===== src/design/ageu_div_cell.sv =====
`timescale 1ns / 1ps
// One quotient bit per cell, restoring division; the quotient shifts in
// behind the dividend bits that are consumed.
module ageu_div_cell #(
   parameter int RW = 24,
   parameter int QW = 33,
   parameter int SW = 8
) (
   input  logic          clock,
   input  logic          reset,
   input  logic          en,
   input  logic          valid_i,
   input  logic [QW-1:0] n_i,
   input  logic [RW-1:0] rem_i,
   input  logic [RW-1:0] root_i,
   input  logic [SW-1:0] side_i,
   output logic          valid_o,
   output logic [QW-1:0] n_o,
   output logic [RW-1:0] rem_o,
   output logic [RW-1:0] root_o,
   output logic [SW-1:0] side_o
);

   logic          valid_ff;
   logic [QW-1:0] n_ff;
   logic [RW-1:0] rem_ff, rem_in, root_ff;
   logic [SW-1:0] side_ff;
   logic [RW:0]   rem_sh, diff;
   logic          ge;

   always_comb begin
      rem_sh = {rem_i, n_i[QW-1]};
      diff   = rem_sh - {1'b0, root_i};
      ge     = (rem_sh >= {1'b0, root_i});
      rem_in = ge ? diff[RW-1:0] : rem_sh[RW-1:0];
   end

   always_ff @(posedge clock) begin
      if (reset) begin
         valid_ff <= 1'b0;
      end else if (en) begin
         valid_ff <= valid_i;
      end
      if (en) begin
         n_ff    <= {n_i[QW-2:0], ge};
         rem_ff  <= rem_in;
         root_ff <= root_i;
         side_ff <= side_i;
      end
   end

   assign valid_o = valid_ff;
   assign n_o     = n_ff;
   assign rem_o   = rem_ff;
   assign root_o  = root_ff;
   assign side_o  = side_ff;

endmodule


===== config.mk =====
export PLATFORM = sky130hd
export DESIGN_NAME = ageu_div_cell
export DESIGN_NICKNAME = d
export VERILOG_FILES = /design/src/design/ageu_div_cell.sv
export SDC_FILE = /design/constraint.sdc
export NUM_CORES = 1
export LEC_CHECK = 0
export BUFFER_PORTS_ARGS = -buffer_cell sky130_fd_sc_hd__buf_2
export CORE_MARGIN = 2
export CORE_UTILIZATION = 49
export CTS_CLUSTER_SIZE = 20
export DETAILED_ROUTE_END_ITERATION = 8
export PLACE_DENSITY_LB_ADDON = 0.25
export RECOVER_POWER = 25
export SYNTH_ARGS = -nofsm -noshare
export SYNTH_HDL_FRONTEND = slang
export SYNTH_SLANG_ARGS = --single-unit
export TNS_END_PERCENT = 50

===== constraint.sdc =====
create_clock -name clock -period 3.42 [get_ports clock]
set_input_delay 0.513 -clock clock [delete_from_list [all_inputs] [get_ports clock]]
set_output_delay 0.513 -clock clock [all_outputs]
set_load 0.01 [all_outputs]

==> Word-level counts from Yosys, hierarchy flattened <==
Cells that the tools add are included.
{ "word_totals": {"reg_bits": 90, "inputBits": 93, "output_inout_bits": 90, "word_cells": 8} }
{ "op_classes": {"addsub": 1, "order_cmp": 1, "n_mux": 1} }
{ "op_table": {"columns": ["operator", "n"], "rows": [
  ["$ge 25x24->1", 1],
  ["$mux 24", 1],
  ["$sub 24x24->24", 1]
]} }

==> Longest topological paths before layout <==
{ "depth": {"depth_word": 2, "ltp_mapped": 11, "depth_no_buf": 9} }

==> Worst setup path after synthesis <==
No wires, ideal clock.
{ "synth_path": {"path_kind": "in2reg", "startpoint": "input port root_i[20]", "endpoint": "register rem_ff[12] (netlist: rem_o[12]), data pin", "setup_time_ns": 0.260, "t_arrival_ns": 2.424, "required_time_ns": 3.160, "path_slack_ns": 0.735, "cell_stages": 11, "n_path_buf": 2, "path_cell_list": "inv_1 -> ha_1 -> buf_2 -> nand4_1 -> or2_1 -> o221a_2 -> o21ai_4 -> nor2_8 -> inv_6 -> buf_8 -> mux2_4"} }
{ "synth_via": {"elab_chain_cells": 2} }
{ "synth_rtl": {"columns": ["item", "line_no", "text"], "rows": [
  ["start: declaration", "15", "input logic [RW-1:0] root_i,"],
  ["$ge 25x24->1", "34", "ge = (rem_sh >= {1'b0, root_i});"],
  ["via ge", "29", "logic ge;"],
  ["$mux 24", "35", "rem_in = ge ? diff[RW-1:0] : rem_sh[RW-1:0];"],
  ["via rem_in[12]", "26", "logic [RW-1:0] rem_ff, rem_in, root_ff;"],
  ["end signal: assignment", "46", "rem_ff <= rem_in;"],
  ["end: declaration", "26", null]
]} }
The timed path passes the listed nets, and every way through them passes these cells.
A chain may end at the register's enable or synchronous reset.

==> Worst setup path after layout <==
{ "layout_path": {"startpoint": "input port root_i[18]", "endpoint": "register rem_ff[4] (netlist: rem_o[4]), data pin"} }
{ "layout_via": {"elab_chain_cells": 2} }
{ "layout_rtl": {"columns": ["item", "line_no"], "rows": [
  ["$ge 25x24->1", "34"],
  ["$mux 24", "35"],
  ["via rem_in[4]", "26"]
]} }
The timed path passes the listed nets, and every way through them passes these cells.

==> metrics.csv <==
metric;value;unit
layout.nets;675;
first_iter_violations;189;
rsz0062_at_grt;false;
seqCellArea;2690;µm²
grt_max_degree;61;
vias;3635;
syn-num-nets;485;
yosysMostFrequentCell;edfxtp_1;
ctsResizeCount;0;
yosysSeqAreaShare;0.585;
drc_errors;0;
start_kind;primary input;
p_total;2.80;mW
multi_input_area;1720;µm²
fin_ws;705;ps
gp_congestion;0.866;
cts_sinks;90;
hpwl;9.06;mm
yosysTopAreaCell;edfxtp_1;
drv_cap;0;
clkLatencyLatePin;340;ps
antennaDiodeCount;0;
synth_edf_count;89;
fin_crit;2710;ps
worst_pin_slew;1430;ps
cellPowerDensity;478;nW/µm²
max_slew_margin;0.0452;
critPathArrivalTime;2830;ps
root_buffer;clkbuf_8;
syn_avg_cell_area;12.5;µm²
synth-seq-cells;90;
die_h;101;µm
cts_tree;done;
via_per_inst;5.41;
grt_pass1_wl;17.9;mm
synth-main-ff-cell;edfxtp_1;
h-tree-depth;3;
synthTopCellsByArea;edfxtp_1, ha_1, a21oi_1;
syn_inst;367;
cp_max_fo;18;
syn-cell-area;4600;µm²
path_class;primary input to register;
hp-class;primary input to register;
fin_crit_sh;0.794;
wl_per_cell;17.3;µm
status;complete, no violations;
die_w;101;µm
antenna_left;0;
cts_hold_buf;0;
fillers;751;
synth_top_area_share;0.580;
clk_pin_slew;100;ps
routed_wl;11.7;mm
grt_usage;0.229;
grt_remaining_overflow;0;
finalSetupViolations;0;
start_util;0.501;
ys_types;57;
clock_skew;0;ps
cp.required;3540;ps
drive_gt1_frac;0.390;
clock.fmax;368;MHz
synth_common_cells;edfxtp_1, inv_1, a21oi_1, ha_1, nand2_1;
antenna_found_initial;0;
finalHoldViolCount;0;
synthToLayoutAreaGrowth;27.1;%
yosysWarnings;0;
clk_path_buf_depth;2;
grt_pass1_vias;3551;
p_leak;2.56;nW
place_ws;327;ps
num_rows;35;
fp.coreArea;9200;µm²
dieArea;10200;µm²
peakVddDrop;296;µV
critPathCaptureType;register;
port_buffers;182;
async_flop_share;0;
fin_tns_setup;0;ps
drtPass1Iterations;4;
num_io_pins;183;
cts_buffers;9;
post-cts-setup-buffer-count;0;
maxSlewViolCount;0;
-- layout by cell type (no fill, tap or decap), types with 3 or more instances in the layout --
| cell | synthesis | final |
|---|---|---|
| buf_2 | 6 | 173 |
| edfxtp_1 | 89 | 89 |
| inv_1 | 33 | 33 |
| a21oi_1 | 29 | 29 |
| ha_1 | 24 | 24 |
| nand2_1 | 16 | 16 |
| nand3_1 | 15 | 15 |
| nor2_1 | 15 | 15 |
| nor3_1 | 14 | 14 |
| o21ai_0 | 12 | 12 |
| o21a_1 | 9 | 9 |
| clkbuf_8 | 0 | 9 |
| mux2_2 | 8 | 8 |
| clkbuf_1 | 0 | 8 |
| and3_1 | 7 | 7 |
| o31ai_1 | 7 | 7 |
| xnor2_1 | 7 | 7 |
| buf_4 | 1 | 6 |
| a21boi_0 | 5 | 5 |
| nand4_1 | 4 | 4 |
| and2_1 | 4 | 4 |
| or3_1 | 4 | 4 |
| nor2b_1 | 3 | 3 |
| inv_6 | 1 | 3 |
| a211oi_1 | 3 | 3 |
| o2111ai_1 | 3 | 3 |
| o31a_1 | 3 | 3 |
| o211ai_1 | 3 | 3 |
| nor3b_1 | 3 | 3 |
| mux2_4 | 3 | 3 |
| xor2_1 | 3 | 3 |
-- cell families after synthesis --
group | after synthesis | synth area share
flops | 90 | 0.585
compound gates | 93 | 0.143
fa+ha+maj | 25 | 0.0696
buf+inv | 43 | 0.0413
xor+xnor | 10 | 0.0190
mux | 12 | 0.0315
simple gates | 94 | 0.111
-- per-stage QoR --
step,instances,hold slack [ps],area [µm²],utilization
finish,672,323,5850,0.636
global route,672,313,5850,0.636
global placement,657,475,5640,0.614
floorplan,367,528,4600,-
detailed placement,657,522,5640,0.614
CTS,672,307,5860,0.638
-- state kept, by name (all words and copies together) (netlist names) --
name	cells
rem_o	24
n_o	33
side_o	8
valid_o	1
root_o	24
-- final cells by class --
| class | instances | area share |
|---|---|---|
| sequential | 90 | 0.460 |
| inverter | 34 | 0.0227 |
| timing repair buffer | 188 | 0.162 |
| multi-input combinational | 234 | 0.294 |
| clock inverter | 6 | 0.0165 |
| tap | 111 | 0.0237 |
| clock buffer | 9 | 0.0212 |
-- worst max-delay path, stage by stage --
cell	delay, ps
clkbuf_1	90
inv_1	50
ha_1	470
nand4_1	210
or2_1	290
o221a_2	300
o21ai_4	260
nor2_8	110
inv_6	170
mux2_2	360
-- routing by layer --
layer | global-route usage | vias up | wire (µm)
met4 | 0.0759 | 0 | 199
met3 | 0.0465 | 17 | 870
met2 | 0.393 | 144 | 5700
met5 | 0 | - | 0
li1 | - | 1780 | -
met1 | 0.291 | 1694 | 4890
-- report_power, final --
group | total (mW) | internal [mW] | switching (mW)
combinational | 0.607 | 0.262 | 0.345
clock | 0.824 | 0.418 | 0.406
sequential | 1.37 | 1.34 | 0.0240
-- worst paths after layout --
kind	start	to	slack (ps)	depth (start not counted)
setup / recovery	root_i[18]	rem_o[4]	710	10
hold / removal	reset	valid_o	320	2
setup reg to reg	valid_o	valid_o	2810	2
hold reg to reg	valid_o	valid_o	530	2
Power figures use the tool's default switching activity.
