## src/design/ageu_sqrt_cell.sv

```systemverilog
`timescale 1ns / 1ps
// One root bit per cell: two radicand bits move into the partial remainder.
module ageu_sqrt_cell #(
   parameter int RW = 24,
   parameter int SW = 8
) (
   input  logic            clock,
   input  logic            reset,
   input  logic            en,
   input  logic            valid_i,
   input  logic [2*RW-1:0] rad_i,
   input  logic [RW:0]     rem_i,
   input  logic [RW-1:0]   root_i,
   input  logic [SW-1:0]   side_i,
   output logic            valid_o,
   output logic [2*RW-1:0] rad_o,
   output logic [RW:0]     rem_o,
   output logic [RW-1:0]   root_o,
   output logic [SW-1:0]   side_o
);

   logic            valid_ff;
   logic [2*RW-1:0] rad_ff;
   logic [RW:0]     rem_ff, rem_in;
   logic [RW-1:0]   root_ff, root_in;
   logic [SW-1:0]   side_ff;
   logic [RW+2:0]   rem_sh, trial, diff;
   logic            ge;

   always_comb begin
      rem_sh  = {rem_i, rad_i[2*RW-1 -: 2]};
      trial   = {1'b0, root_i, 2'b01};
      diff    = rem_sh - trial;
      ge      = (rem_sh >= trial);
      rem_in  = ge ? diff[RW:0] : rem_sh[RW:0];
      root_in = {root_i[RW-2:0], ge};
   end

   always_ff @(posedge clock) begin
      if (reset) begin
         valid_ff <= 1'b0;
      end else if (en) begin
         valid_ff <= valid_i;
      end
      if (en) begin
         rad_ff  <= rad_i << 2;
         rem_ff  <= rem_in;
         root_ff <= root_in;
         side_ff <= side_i;
      end
   end

   assign valid_o = valid_ff;
   assign rad_o   = rad_ff;
   assign rem_o   = rem_ff;
   assign root_o  = root_ff;
   assign side_o  = side_ff;

endmodule

```

## config.mk

```make
export PLATFORM = sky130hd
export DESIGN_NAME = ageu_sqrt_cell
export DESIGN_NICKNAME = d
export VERILOG_FILES = /design/src/design/ageu_sqrt_cell.sv
export SDC_FILE = /design/constraint.sdc
export NUM_CORES = 1
export LEC_CHECK = 0
export BUFFER_PORTS_ARGS = -buffer_cell sky130_fd_sc_hd__buf_2
export CORE_MARGIN = 1
export CORE_UTILIZATION = 48
export DETAILED_ROUTE_END_ITERATION = 16
export PLACE_DENSITY = 0.84
export SLEW_MARGIN = 20
export SYNTH_ARGS = -nofsm -noshare
export SYNTH_HDL_FRONTEND = slang
export SYNTH_SLANG_ARGS = --single-unit
```

## constraint.sdc

```tcl
create_clock -name clock -period 3.5 [get_ports clock]
set_input_delay 0.525 -clock clock [delete_from_list [all_inputs] [get_ports clock]]
set_output_delay 0.525 -clock clock [all_outputs]
set_load 0.01 [all_outputs]
```

# [Yosys cells after proc, flatten, opt, wreduce, memory -nomap -nowiden]
# Index checks and enable logic that the tools add are counted.
[word_totals] input_bits=109 ff_bits=104 wordCells=8 out_inout_bits=106
[op_classes] magnitude_cmp=1 add_sub_neg=1 mux=1
[op_table] operator="$ge 27x26->1" count=1
[op_table] operator="$mux 25" count=1
[op_table] operator="$sub 25x25->25" count=1

# [Depth between registers and ports, before layout]
# Gate-level depths: netlist of the first run.
[depth] ltp_word=2 ltp_mapped=11 mapped_depth_nobuf=9

# [Least setup slack after synthesis of the first run]
# Ideal clock, no wire load.
[synth_timing] path_kind="in2reg" startpoint="input root_i[1]" endpoint="register rem_ff[10], in the netlist rem_o[10] (data pin)" setup_slack_ps=548 cell_stages=10 path_buffers=1 arrival_time_ps=2692 setup_ps=260 cell_sequence="inv_1 -> ha_1 -> nor3_1 -> a211oi_2 -> a21oi_2 -> nor3_4 -> a311oi_4 -> o31ai_4 -> buf_6 -> mux2_4"
[synth_between] elab_chain_cells=2 word_cells_on_any_way=3 classes_between="add/sub: 1; order compare: 1; mux: 1"
[synth_lines] element="from (decl)" line="13" source="input logic [RW-1:0] root_i,"
[synth_lines] element="$sub 25x25->25 or $ge 27x26->1 (tied branches)" line="33, 34"
[synth_lines] element="$mux 25 *" line="35" source="rem_in = ge ? diff[RW:0] : rem_sh[RW:0];"
[synth_lines] element="net rem_in[10]" line="24" source="logic [RW:0] rem_ff, rem_in;"
[synth_lines] element="to (signal assigned)" line="47" source="rem_ff <= rem_in;"
[synth_lines] element="to (decl)" line="24"
# Mark *: on every way through the listed nets, which the timed path passes. The rest lies on a longest branch.
# A chain may end at the register's enable or synchronous reset.

# [Worst setup path in the final report of the first run]
[layout_timing] startpoint="input root_i[4]" endpoint="register rem_ff[17], in the netlist rem_o[17] (data pin)"
# The elaborated chain is that of the path after synthesis.

==> flow_metrics.py, run 1 <==
metrics = {
    "outcome": {
        "status": "complete, no violations",
    },
    "synthesis": {
        "ys_ff_latch": 104,
        "synthArstFlopShare_pct": 0,
        "syn_inst": 365,
        "ys_seq_area_share_pct": 62.01,
        "synth_top_family_by_area": "compound AO/OA/AOI/OAI gates",
        "syn_area_per_cell_um2": 13.75,
        "synth-simple-area-share_pct": 7.054,
        "synth-edff-count": 103,
        "synthFlopType": "edfxtp_1",
        "syn_area_mm2": 0.005020,
        "synth_compound_area_share_pct": 10.84,
        "synth.area.mux_share_pct": 6.256,
        "yosysUniqueCellTypes": 56,
        "synthAdderAreaFrac_pct": 6.481,
        "synth_xor_area_share_pct": 3.490,
        "ys_warn_count": 0,
    },
    "routing": {
        "wirelength_um": 11700,
        "dr.pass1.iters": 4,
        "drtIter0Drc": 224,
        "route.detailed.drc": 0,
        "antenna_left": 0,
        "via_per_inst": 5.253,
        "dr_total_vias": 3777,
        "routedWlPerCell_um": 16.27,
    },
    "flow_run": {
        "max_cap_viol_count": 0,
    },
    "critical_path": {
        "worst-setup-path-type": "primary input to flop",
        "startpoint": "root_i[4]",
        "crit_arrival_ps": 2900,
        "reg2reg_from": "valid_o",
        "worst-path-max-fanout": 16,
        "cp_data_required_time_ps": 3640,
        "end_kind": "flop",
        "startpoint_type": "primary input",
    },
    "layout": {
        "multi_input_area_mm2": 0.001720,
        "seqCellArea_mm2": 0.003113,
        "area_delta_synth_final_pct": 27.72,
        "drive_gt1_share_pct": 43.34,
        "antenna_cells": 0,
        "num-fill-cells": 758,
        "mostFrequentLayoutCell": "buf_2",
        "fin_cells": 719,
        "final_net_count": 716,
        "mostFrequentLayoutCells": "buf_2 (211), edfxtp_1 (103), inv_1 (32)",
        "post-route-util_pct": 64.40,
        "finalInstanceArea_mm2": 0.006411,
    },
    "sta": {
        "final.setup.tns_ps": 0,
        "rsz0062_at_grt": "false",
        "layout_setup_ws_ps": 744.3,
        "fmax_mhz": 362.9,
        "hold-worst-slack_ps": 301.1,
        "setup_violations": 0,
        "drv_slew": 0,
        "period_share_pct": 78.73,
        "skew_ps": 0,
        "finalCriticalPeriod_ps": 2756,
        "worst_pin_slew_ps": 641.3,
        "hold_violations": 0,
        "max-slew-margin-rel_pct": 57.25,
    },
    "floorplanning": {
        "die_area_mm2": 0.01087,
        "start_util_pct": 50.43,
        "dieHeight_um": 104.3,
        "boundaryPins": 215,
        "core_mm2": 0.009955,
        "rows": 36,
        "die_x_um": 104.3,
    },
    "clock_tree": {
        "numCtsBuffers": 9,
        "htreeDepth": 3,
        "ctsResizeCount": 0,
        "cts_tree": "done",
        "clk_latency_ps": 380,
        "cts.sinks": 104,
        "path_clk_slew_ps": 110,
        "cts_root_buf": "clkbuf_8",
        "cts_hold_buf": 0,
        "clockBufferDepth": 2,
        "postCtsSetupRepairBufs": 0,
    },
    "grt": {
        "grt_first_pass_wirelength_um": 18230,
        "grt_max_degree": 56,
        "use_met1_pct": 24.68,
        "grtUsageTotal_pct": 21.67,
        "grt_use_met3_pct": 5.075,
        "grt_overflow": 0,
        "use_met2_pct": 40.21,
        "antenna_found_initial": 0,
        "grt_busiest_layer": "met2",
        "first_global_vias": 3713,
    },
    "placed_design": {
        "routabilityCongestion": 0.8586,
        "dpl-instance-area_mm2": 0.006226,
        "pre_cts_slack_ps": 314.4,
        "place_inst": 703,
        "portBuffers": 212,
        "dp_hpwl_um": 9139,
    },
    "min_path": {
        "hp-start": "reset",
        "hold_path.class": "primary input to flop",
    },
    "power": {
        "irDropWorstVdd_uv": 247.5,
        "leakagePower_nw": 2.928,
        "powerDensity_mw_per_mm2": 456.1,
        "power_mw": 2.924,
    },
}
final timing paths:
path | cells after the start | to | slack, ps
worst max register to register | 2 | valid_o | 2900
worst min-delay path | 2 | valid_o | 300
worst min register to register | 2 | valid_o | 540
worst max-delay path | 11 | rem_o[17] | 740
flip-flops by register name (all words and copies together), names as in the netlist:
name     cells
rad_o       46
rem_o       25
root_o      24
side_o       8
valid_o      1
synthesized netlist by cell type (2+ instances only):
| cell type | n | area share, % |
|---|---|---|
| o21a_1 | 3 | 0.45 |
| and2_1 | 2 | 0.25 |
| o21bai_1 | 2 | 0.30 |
| a31oi_1 | 5 | 0.62 |
| and3_1 | 5 | 0.62 |
| a211oi_1 | 4 | 0.60 |
| xnor2_1 | 14 | 2.4 |
| o211ai_1 | 3 | 0.45 |
| mux2_2 | 6 | 1.3 |
| nor2_1 | 15 | 1.1 |
| buf_4 | 2 | 0.30 |
| buf_6 | 2 | 0.45 |
| xor2_1 | 6 | 1.0 |
| ha_1 | 26 | 6.5 |
| o21ai_1 | 2 | 0.20 |
| a21o_1 | 12 | 1.8 |
| mux2_1 | 5 | 1.1 |
| mux2i_1 | 4 | 0.80 |
| nand4_1 | 5 | 0.62 |
| nand3_1 | 6 | 0.60 |
| mux2_4 | 10 | 3.0 |
| nor3_1 | 5 | 0.50 |
| inv_1 | 32 | 2.4 |
| a211o_1 | 3 | 0.52 |
| o21ai_0 | 6 | 0.60 |
| clkbuf_1 | 6 | 0.45 |
| a21oi_1 | 22 | 2.2 |
| nor4_1 | 2 | 0.25 |
| nand2_1 | 19 | 1.4 |
| or3_1 | 2 | 0.25 |
| and4_1 | 2 | 0.35 |
| edfxtp_1 | 103 | 62 |
critical path, stage by stage:
cell	delay, ps
buf_2	90
inv_1	40
ha_1	350
a21oi_1	270
o221ai_1	180
a21oi_2	220
nor3_4	80
a311oi_4	470
o31ai_4	90
buf_4	240
mux2_1	350
cell families (layout without fill, tap and decap cells):
family / Yosys count / in the layout
XOR/XNOR: 20 / 20
AO/OA/AOI/OAI: 76 / 76
other: 1 / 2
buffers and inverters: 44 / 264
AND/OR/NAND/NOR: 69 / 69
adder cells (fa/ha/maj): 26 / 26
multiplexers: 25 / 25
flip-flops: 104 / 104
report_power, final:
group / leakage [nW] / internal, mW / switching [mW] / total (mW)
sequential: 1.02 / 1.51 / 0.0290 / 1.54
clock: 0.0936 / 0.273 / 0.450 / 0.723
combinational: 1.82 / 0.302 / 0.357 / 0.659
final cells by class:
type	count	share of cell area [%]
timing repair buffer	216	17.25
multi-input combinational	218	26.83
clock buffer	9	1.932
tap	133	2.596
clock inverter	7	0.9563
sequential	104	48.56
inverter	32	1.874
layer usage:
metal / up-vias / routed length [um]
met4: 0 / 170
li1: 1806 / -
met1: 1780 / 4505
met3: 13 / 798
met2: 178 / 6226
met5: - / 0
No activity file was read; power rests on OpenSTA's default activity.
==> run 2, diff against run 1 <==
--- a/config.mk
+++ b/config.mk
@@ -7,9 +7,9 @@
 export LEC_CHECK = 0
 export BUFFER_PORTS_ARGS = -buffer_cell sky130_fd_sc_hd__buf_2
 export CORE_MARGIN = 1
-export CORE_UTILIZATION = 48
+export CORE_UTILIZATION = 43
 export DETAILED_ROUTE_END_ITERATION = 16
-export PLACE_DENSITY = 0.84
+export PLACE_DENSITY = 0.8
 export SLEW_MARGIN = 20
 export SYNTH_ARGS = -nofsm -noshare
 export SYNTH_HDL_FRONTEND = slang
==> constraint.sdc (replaced) <==
create_clock -name clock -period 2.4 [get_ports clock]
set_input_delay 0.36 -clock clock [delete_from_list [all_inputs] [get_ports clock]]
set_output_delay 0.36 -clock clock [all_outputs]
set_load 0.01 [all_outputs]
==> flow_metrics.py, run 2 (same netlist as run 1, synthesis figures left out) <==
metrics = {
    "outcome": {
        "status": "complete, no violations",
    },
    "sta": {
        "layout_setup_ws_ps": 36.86,
        "hold-worst-slack_ps": 164.8,
        "worst_pin_slew_ps": 526.8,
        "finalCriticalPeriod_ps": 2363,
        "max-slew-margin-rel_pct": 64.88,
        "period_share_pct": 98.46,
        "final.setup.tns_ps": 0,
        "setup_violations": 0,
        "hold_violations": 0,
        "fmax_mhz": 423.2,
        "drv_slew": 0,
        "rsz0062_at_grt": "true",
        "skew_ps": 0,
    },
    "power": {
        "leakagePower_nw": 3.486,
        "irDropWorstVdd_uv": 568.6,
        "power_mw": 5.163,
        "powerDensity_mw_per_mm2": 685.2,
        "switching_share_pct": 25.89,
        "seq_power_share_pct": 43.6,
        "power.switching_mw": 1.337,
        "p_int_mw": 3.826,
        "p_comb_share_pct": 24.3,
        "clock_power_share_pct": 32.1,
    },
    "layout": {
        "area_delta_synth_final_pct": 50.10,
        "drive_gt1_share_pct": 54.65,
        "finalInstanceArea_mm2": 0.007535,
        "final_net_count": 796,
        "mostFrequentLayoutCell": "buf_2",
        "num-fill-cells": 877,
        "largest_reg_flops": 46,
        "mostFrequentLayoutCells": "buf_2 (209), edfxtp_1 (103), buf_4 (77)",
        "post-route-util_pct": 65.99,
        "fin_cells": 810,
    },
    "grt": {
        "antenna_found_initial": 0,
        "grt_overflow": 0,
        "grt_use_met3_pct": 3.762,
        "grt_busiest_layer": "met2",
        "grt_first_pass_wirelength_um": 18260,
        "use_met2_pct": 39.15,
        "use_met1_pct": 21.47,
        "first_global_vias": 3792,
        "grt_max_degree": 65,
        "grtUsageTotal_pct": 20.40,
    },
    "routing": {
        "drtIter0Drc": 175,
        "dr_total_vias": 4005,
        "route.detailed.drc": 0,
        "routedWlPerCell_um": 16.09,
        "via_per_inst": 4.944,
        "dr.pass1.iters": 4,
        "wirelength_um": 13030,
        "antenna_left": 0,
    },
    "clock_tree": {
        "htreeDepth": 3,
        "cts_root_buf": "clkbuf_16",
        "cts.sinks": 104,
        "numCtsBuffers": 9,
        "path_clk_slew_ps": 70,
        "clockBufferDepth": 2,
        "cts_tree": "done",
        "cts_hold_buf": 0,
        "clk_latency_ps": 350,
    },
    "min_path": {
        "hold_path.class": "primary input to flop",
    },
    "placed_design": {
        "routabilityCongestion": 0.7905,
        "dp_hpwl_um": 9865,
        "portBuffers": 212,
        "pre_cts_slack_ps": -389.4,
        "place_inst": 782,
        "dpl-instance-area_mm2": 0.006903,
    },
    "critical_path": {
        "path_cells": "buf_12, inv_12, ha_4, o21ai_4, a211oi_4, a21oi_2, nor3_4, a311oi_4, o31ai_4, buf_6, clkbuf_16, mux2_4",
        "path_delay_family": "compound AO/OA/AOI/OAI gates",
        "startpoint_type": "primary input",
        "end_kind": "flop",
        "worst-setup-path-type": "primary input to flop",
        "crit_arrival_ps": 2460,
        "cp_num_buf_inv": 4,
        "worst-path-max-fanout": 5,
        "cp_data_required_time_ps": 2500,
        "max_stage_delay_ps": 310,
        "crit_slowest_cell": "o31ai_4",
    },
    "floorplanning": {
        "die_x_um": 110.0,
        "die_area_mm2": 0.01211,
        "rows": 39,
        "start_util_pct": 43.96,
        "core_mm2": 0.01142,
        "dieHeight_um": 110.0,
        "boundaryPins": 215,
    },
    "flow_run": {
        "max_cap_viol_count": 0,
    },
}
run 2: cell types whose count changed in the layout (fill, tap and decap cells not counted), moves of 6 or more:
cell | before | now
buf_4 | 4 | 77
clkbuf_16 | 0 | 11
ha_1 | 26 | 15
mux2_4 | 10 | 21
ha_4 | 0 | 10
clkbuf_8 | 9 | 1
mux2_2 | 6 | 0
run 2: final timing paths:
check	start	slack (ps)	cells past startpoint	end
worst max-delay path	root_i[0]	40	12	rem_o[9]
worst min-delay path	reset	160	2	valid_o
worst max register to register	valid_o	1760	2	valid_o
worst min register to register	valid_o	530	2	valid_o
run 2: layout make-up:
class                   instances  area [um2]  share of cell area, %
diodes                          1       2.502                0.03321
clock buffers                  10       239.0                  3.172
multi-input cells             218        1961                  26.02
well taps                     143       178.9                  2.375
repair buffers                296        1807                  23.98
flip-flops and latches        104        3113                  41.32
clock inverters                 6       98.84                  1.312
inverters                      32       135.1                  1.793
run 2: worst reg2reg max path, stage by stage, from the launching register on:
cell     delay [ps]
dfxtp_1         310
mux2i_1         160
nor2_1           60
run 2: repair_timing:
action	in CTS	in global routing
pin swaps	3	10
setup endpoints to repair	6	23
cloned	1	2
setup buffers	2	6
resized for setup	5	29
run 2: layer usage:
metal / up-vias / share of wire [%]
li1: 1965 / -
met2: 134 / 54
met3: 18 / 5.5
met5: - / 0
met1: 1888 / 38
met4: 0 / 2.1
run 2: power groups by stage:
stage | combinational [mW] | clock, mW | sequential [mW]
after detailed placement | 1.15 | 0 | 2.30
final | 1.25 | 1.66 | 2.25
after CTS | 1.18 | 1.66 | 2.26
after global placement | 1.12 | 0 | 2.29
after floorplan | 0.502 | 0 | 2.40
after global routing | 1.35 | 1.73 | 2.27
==> run 3, diff against run 2 <==
--- a/config.mk
+++ b/config.mk
@@ -5,11 +5,11 @@
 export SDC_FILE = /design/constraint.sdc
 export NUM_CORES = 1
 export LEC_CHECK = 0
-export BUFFER_PORTS_ARGS = -buffer_cell sky130_fd_sc_hd__buf_2
 export CORE_MARGIN = 1
-export CORE_UTILIZATION = 43
+export CORE_UTILIZATION = 57
 export DETAILED_ROUTE_END_ITERATION = 16
-export PLACE_DENSITY = 0.8
+export DONT_BUFFER_PORTS = 1
+export PLACE_DENSITY = 0.79
 export SLEW_MARGIN = 20
 export SYNTH_ARGS = -nofsm -noshare
 export SYNTH_HDL_FRONTEND = slang
==> flow_metrics.py, run 3 (same netlist as run 1, synthesis figures left out) <==
metrics = {
    "sta": {
        "fmax_mhz": 441.8,
        "drv_slew": 0,
        "setup_violations": 0,
        "skew_ps": 0,
        "hold_violations": 0,
        "period_share_pct": 94.32,
        "layout_setup_ws_ps": 136.4,
        "finalCriticalPeriod_ps": 2264,
        "rsz0062_at_grt": "false",
        "final.setup.tns_ps": 0,
    },
    "routing": {
        "wirelength_um": 10750,
        "antenna_left": 0,
        "routedWlPerCell_um": 19.90,
        "route.detailed.drc": 0,
        "dr.pass1.iters": 4,
        "via_per_inst": 5.854,
        "drtIter0Drc": 138,
        "dr_total_vias": 3161,
    },
    "critical_path": {
        "reg2reg_from": "valid_o",
        "startpoint_type": "primary input",
        "end_kind": "flop",
        "worst-setup-path-type": "primary input to flop",
        "cp_num_buf_inv": 2,
        "rr_endpoint": "valid_o",
        "path_delay_family": "compound AO/OA/AOI/OAI gates",
        "crit_arrival_ps": 2390,
        "reg2reg_setup_slack_ps": 1730,
        "cp_data_required_time_ps": 2530,
        "max_stage_delay_ps": 360,
        "crit_slowest_cell": "ha_1",
        "path_cells": "inv_1, ha_1, nand4_1, o221ai_2, a21oi_2, nor3_4, a311oi_4, o31ai_4, buf_4, mux2_2",
        "worst-path-max-fanout": 10,
        "ff2ff_path_depth": 2,
    },
    "grt": {
        "grt_first_pass_wirelength_um": 15450,
        "first_global_vias": 3061,
        "antenna_found_initial": 0,
        "grtUsageTotal_pct": 23.13,
        "grt_max_degree": 105,
        "grt_use_met3_pct": 7.346,
        "use_met2_pct": 42.68,
        "grt_busiest_layer": "met2",
        "grt_overflow": 0,
        "use_met1_pct": 24.62,
    },
    "clock_tree": {
        "cts_hold_buf": 0,
        "path_clk_slew_ps": 110,
        "cts_root_buf": "clkbuf_8",
        "htreeDepth": 3,
        "cts.sinks": 104,
        "postCtsSetupRepairBufs": 0,
        "clk_latency_ps": 360,
        "numCtsBuffers": 9,
        "cts_tree": "done",
        "clockBufferDepth": 2,
    },
    "layout": {
        "area_delta_synth_final_pct": 17.42,
        "final_net_count": 565,
        "mostFrequentLayoutCell": "edfxtp_1",
        "drive_gt1_share_pct": 26.90,
        "antenna_cells": 0,
        "largest_reg_flops": 46,
        "mostFrequentLayoutCells": "edfxtp_1 (103), buf_4 (65), inv_1 (29)",
        "post-route-util_pct": 70.32,
    },
    "power": {
        "leakagePower_nw": 2.399,
        "powerDensity_mw_per_mm2": 701.0,
        "power_mw": 4.132,
        "irDropWorstVdd_uv": 391.7,
    },
    "floorplanning": {
        "core_mm2": 0.008382,
        "boundaryPins": 215,
        "die_x_um": 95.85,
        "start_util_pct": 59.89,
        "dieHeight_um": 95.85,
        "rows": 33,
        "die_area_mm2": 0.009186,
    },
    "outcome": {
        "status": "complete, no violations",
    },
    "min_path": {
        "hold_path.class": "primary input to flop",
        "hp-start": "reset",
        "min_delay_path_depth": 1,
        "holdPathEnd": "valid_o",
    },
    "placed_design": {
        "portBuffers": 0,
        "pre_cts_slack_ps": -245.4,
        "dp_hpwl_um": 8573,
        "routabilityCongestion": 0.8558,
    },
    "flow_run": {
        "max_cap_viol_count": 0,
    },
}
## run 3: metrics by stage
stage | instances | cell area (um2) | hold WS [ps]
2_1_floorplan | 366 | 5167 | 432.4
3_3_place_gp | 524 | 5707 | 433.5
3_5_place_dp | 524 | 5707 | 441.6
4_1_cts | 540 | 5893 | 48.74
5_1_grt | 540 | 5894 | 41.25
6_report | 540 | 5894 | 59.65
## run 3: final cells by class
| type | count | area, um2 |
|---|---|---|
| clock buffers | 10 | 127.6 |
| clock inverters | 6 | 58.81 |
| fillers | 563 | 2487 |
| inverters | 32 | 135.1 |
| multi-input cells | 218 | 1841 |
| flip-flops and latches | 104 | 3113 |
| well taps | 105 | 131.4 |
| repair buffers | 65 | 488.0 |
## run 3: worst max-delay path by stage
stage                     end  slack [ps]  depth (start not counted)      start
floorplan           rem_o[10]        -230                         10  root_i[0]
global placement    rem_o[18]        -200                         11  root_i[0]
detailed placement   rem_o[3]        -250                         10  root_i[6]
CTS                  rem_o[3]         150                         10  root_i[6]
global route        rem_o[24]          10                         10  root_i[6]
finish               rem_o[3]         140                         10  root_i[6]
## run 3: repair_timing
action | in CTS | in global routing
hold endpoints to repair | 0 | 0
gates resized for setup | 0 | 1
setup endpoints to repair | 0 | 1
## run 3: worst register-to-register path, stage by stage, from the launching register on
cell,delay [ps]
dfxtp_1,360
mux2i_1,160
nor2_1,60
## run 3: metal layers
metal / share of wire [%] / routed length (um) / vias to the layer above
met3: 7.3 / 788 / 19
met4: 2.4 / 260 / 0
li1: - / - / 1497
met1: 37 / 3951 / 1499
met2: 53 / 5744 / 146
met5: 0 / 0 / -
## run 3: power breakdown
part	leakage [nW]	switching (mW)	internal, mW	total (mW)
Clock	0.0911	0.611	0.402	1.01
Combinational	1.29	0.328	0.400	0.727
Sequential	1.02	0.171	2.22	2.39
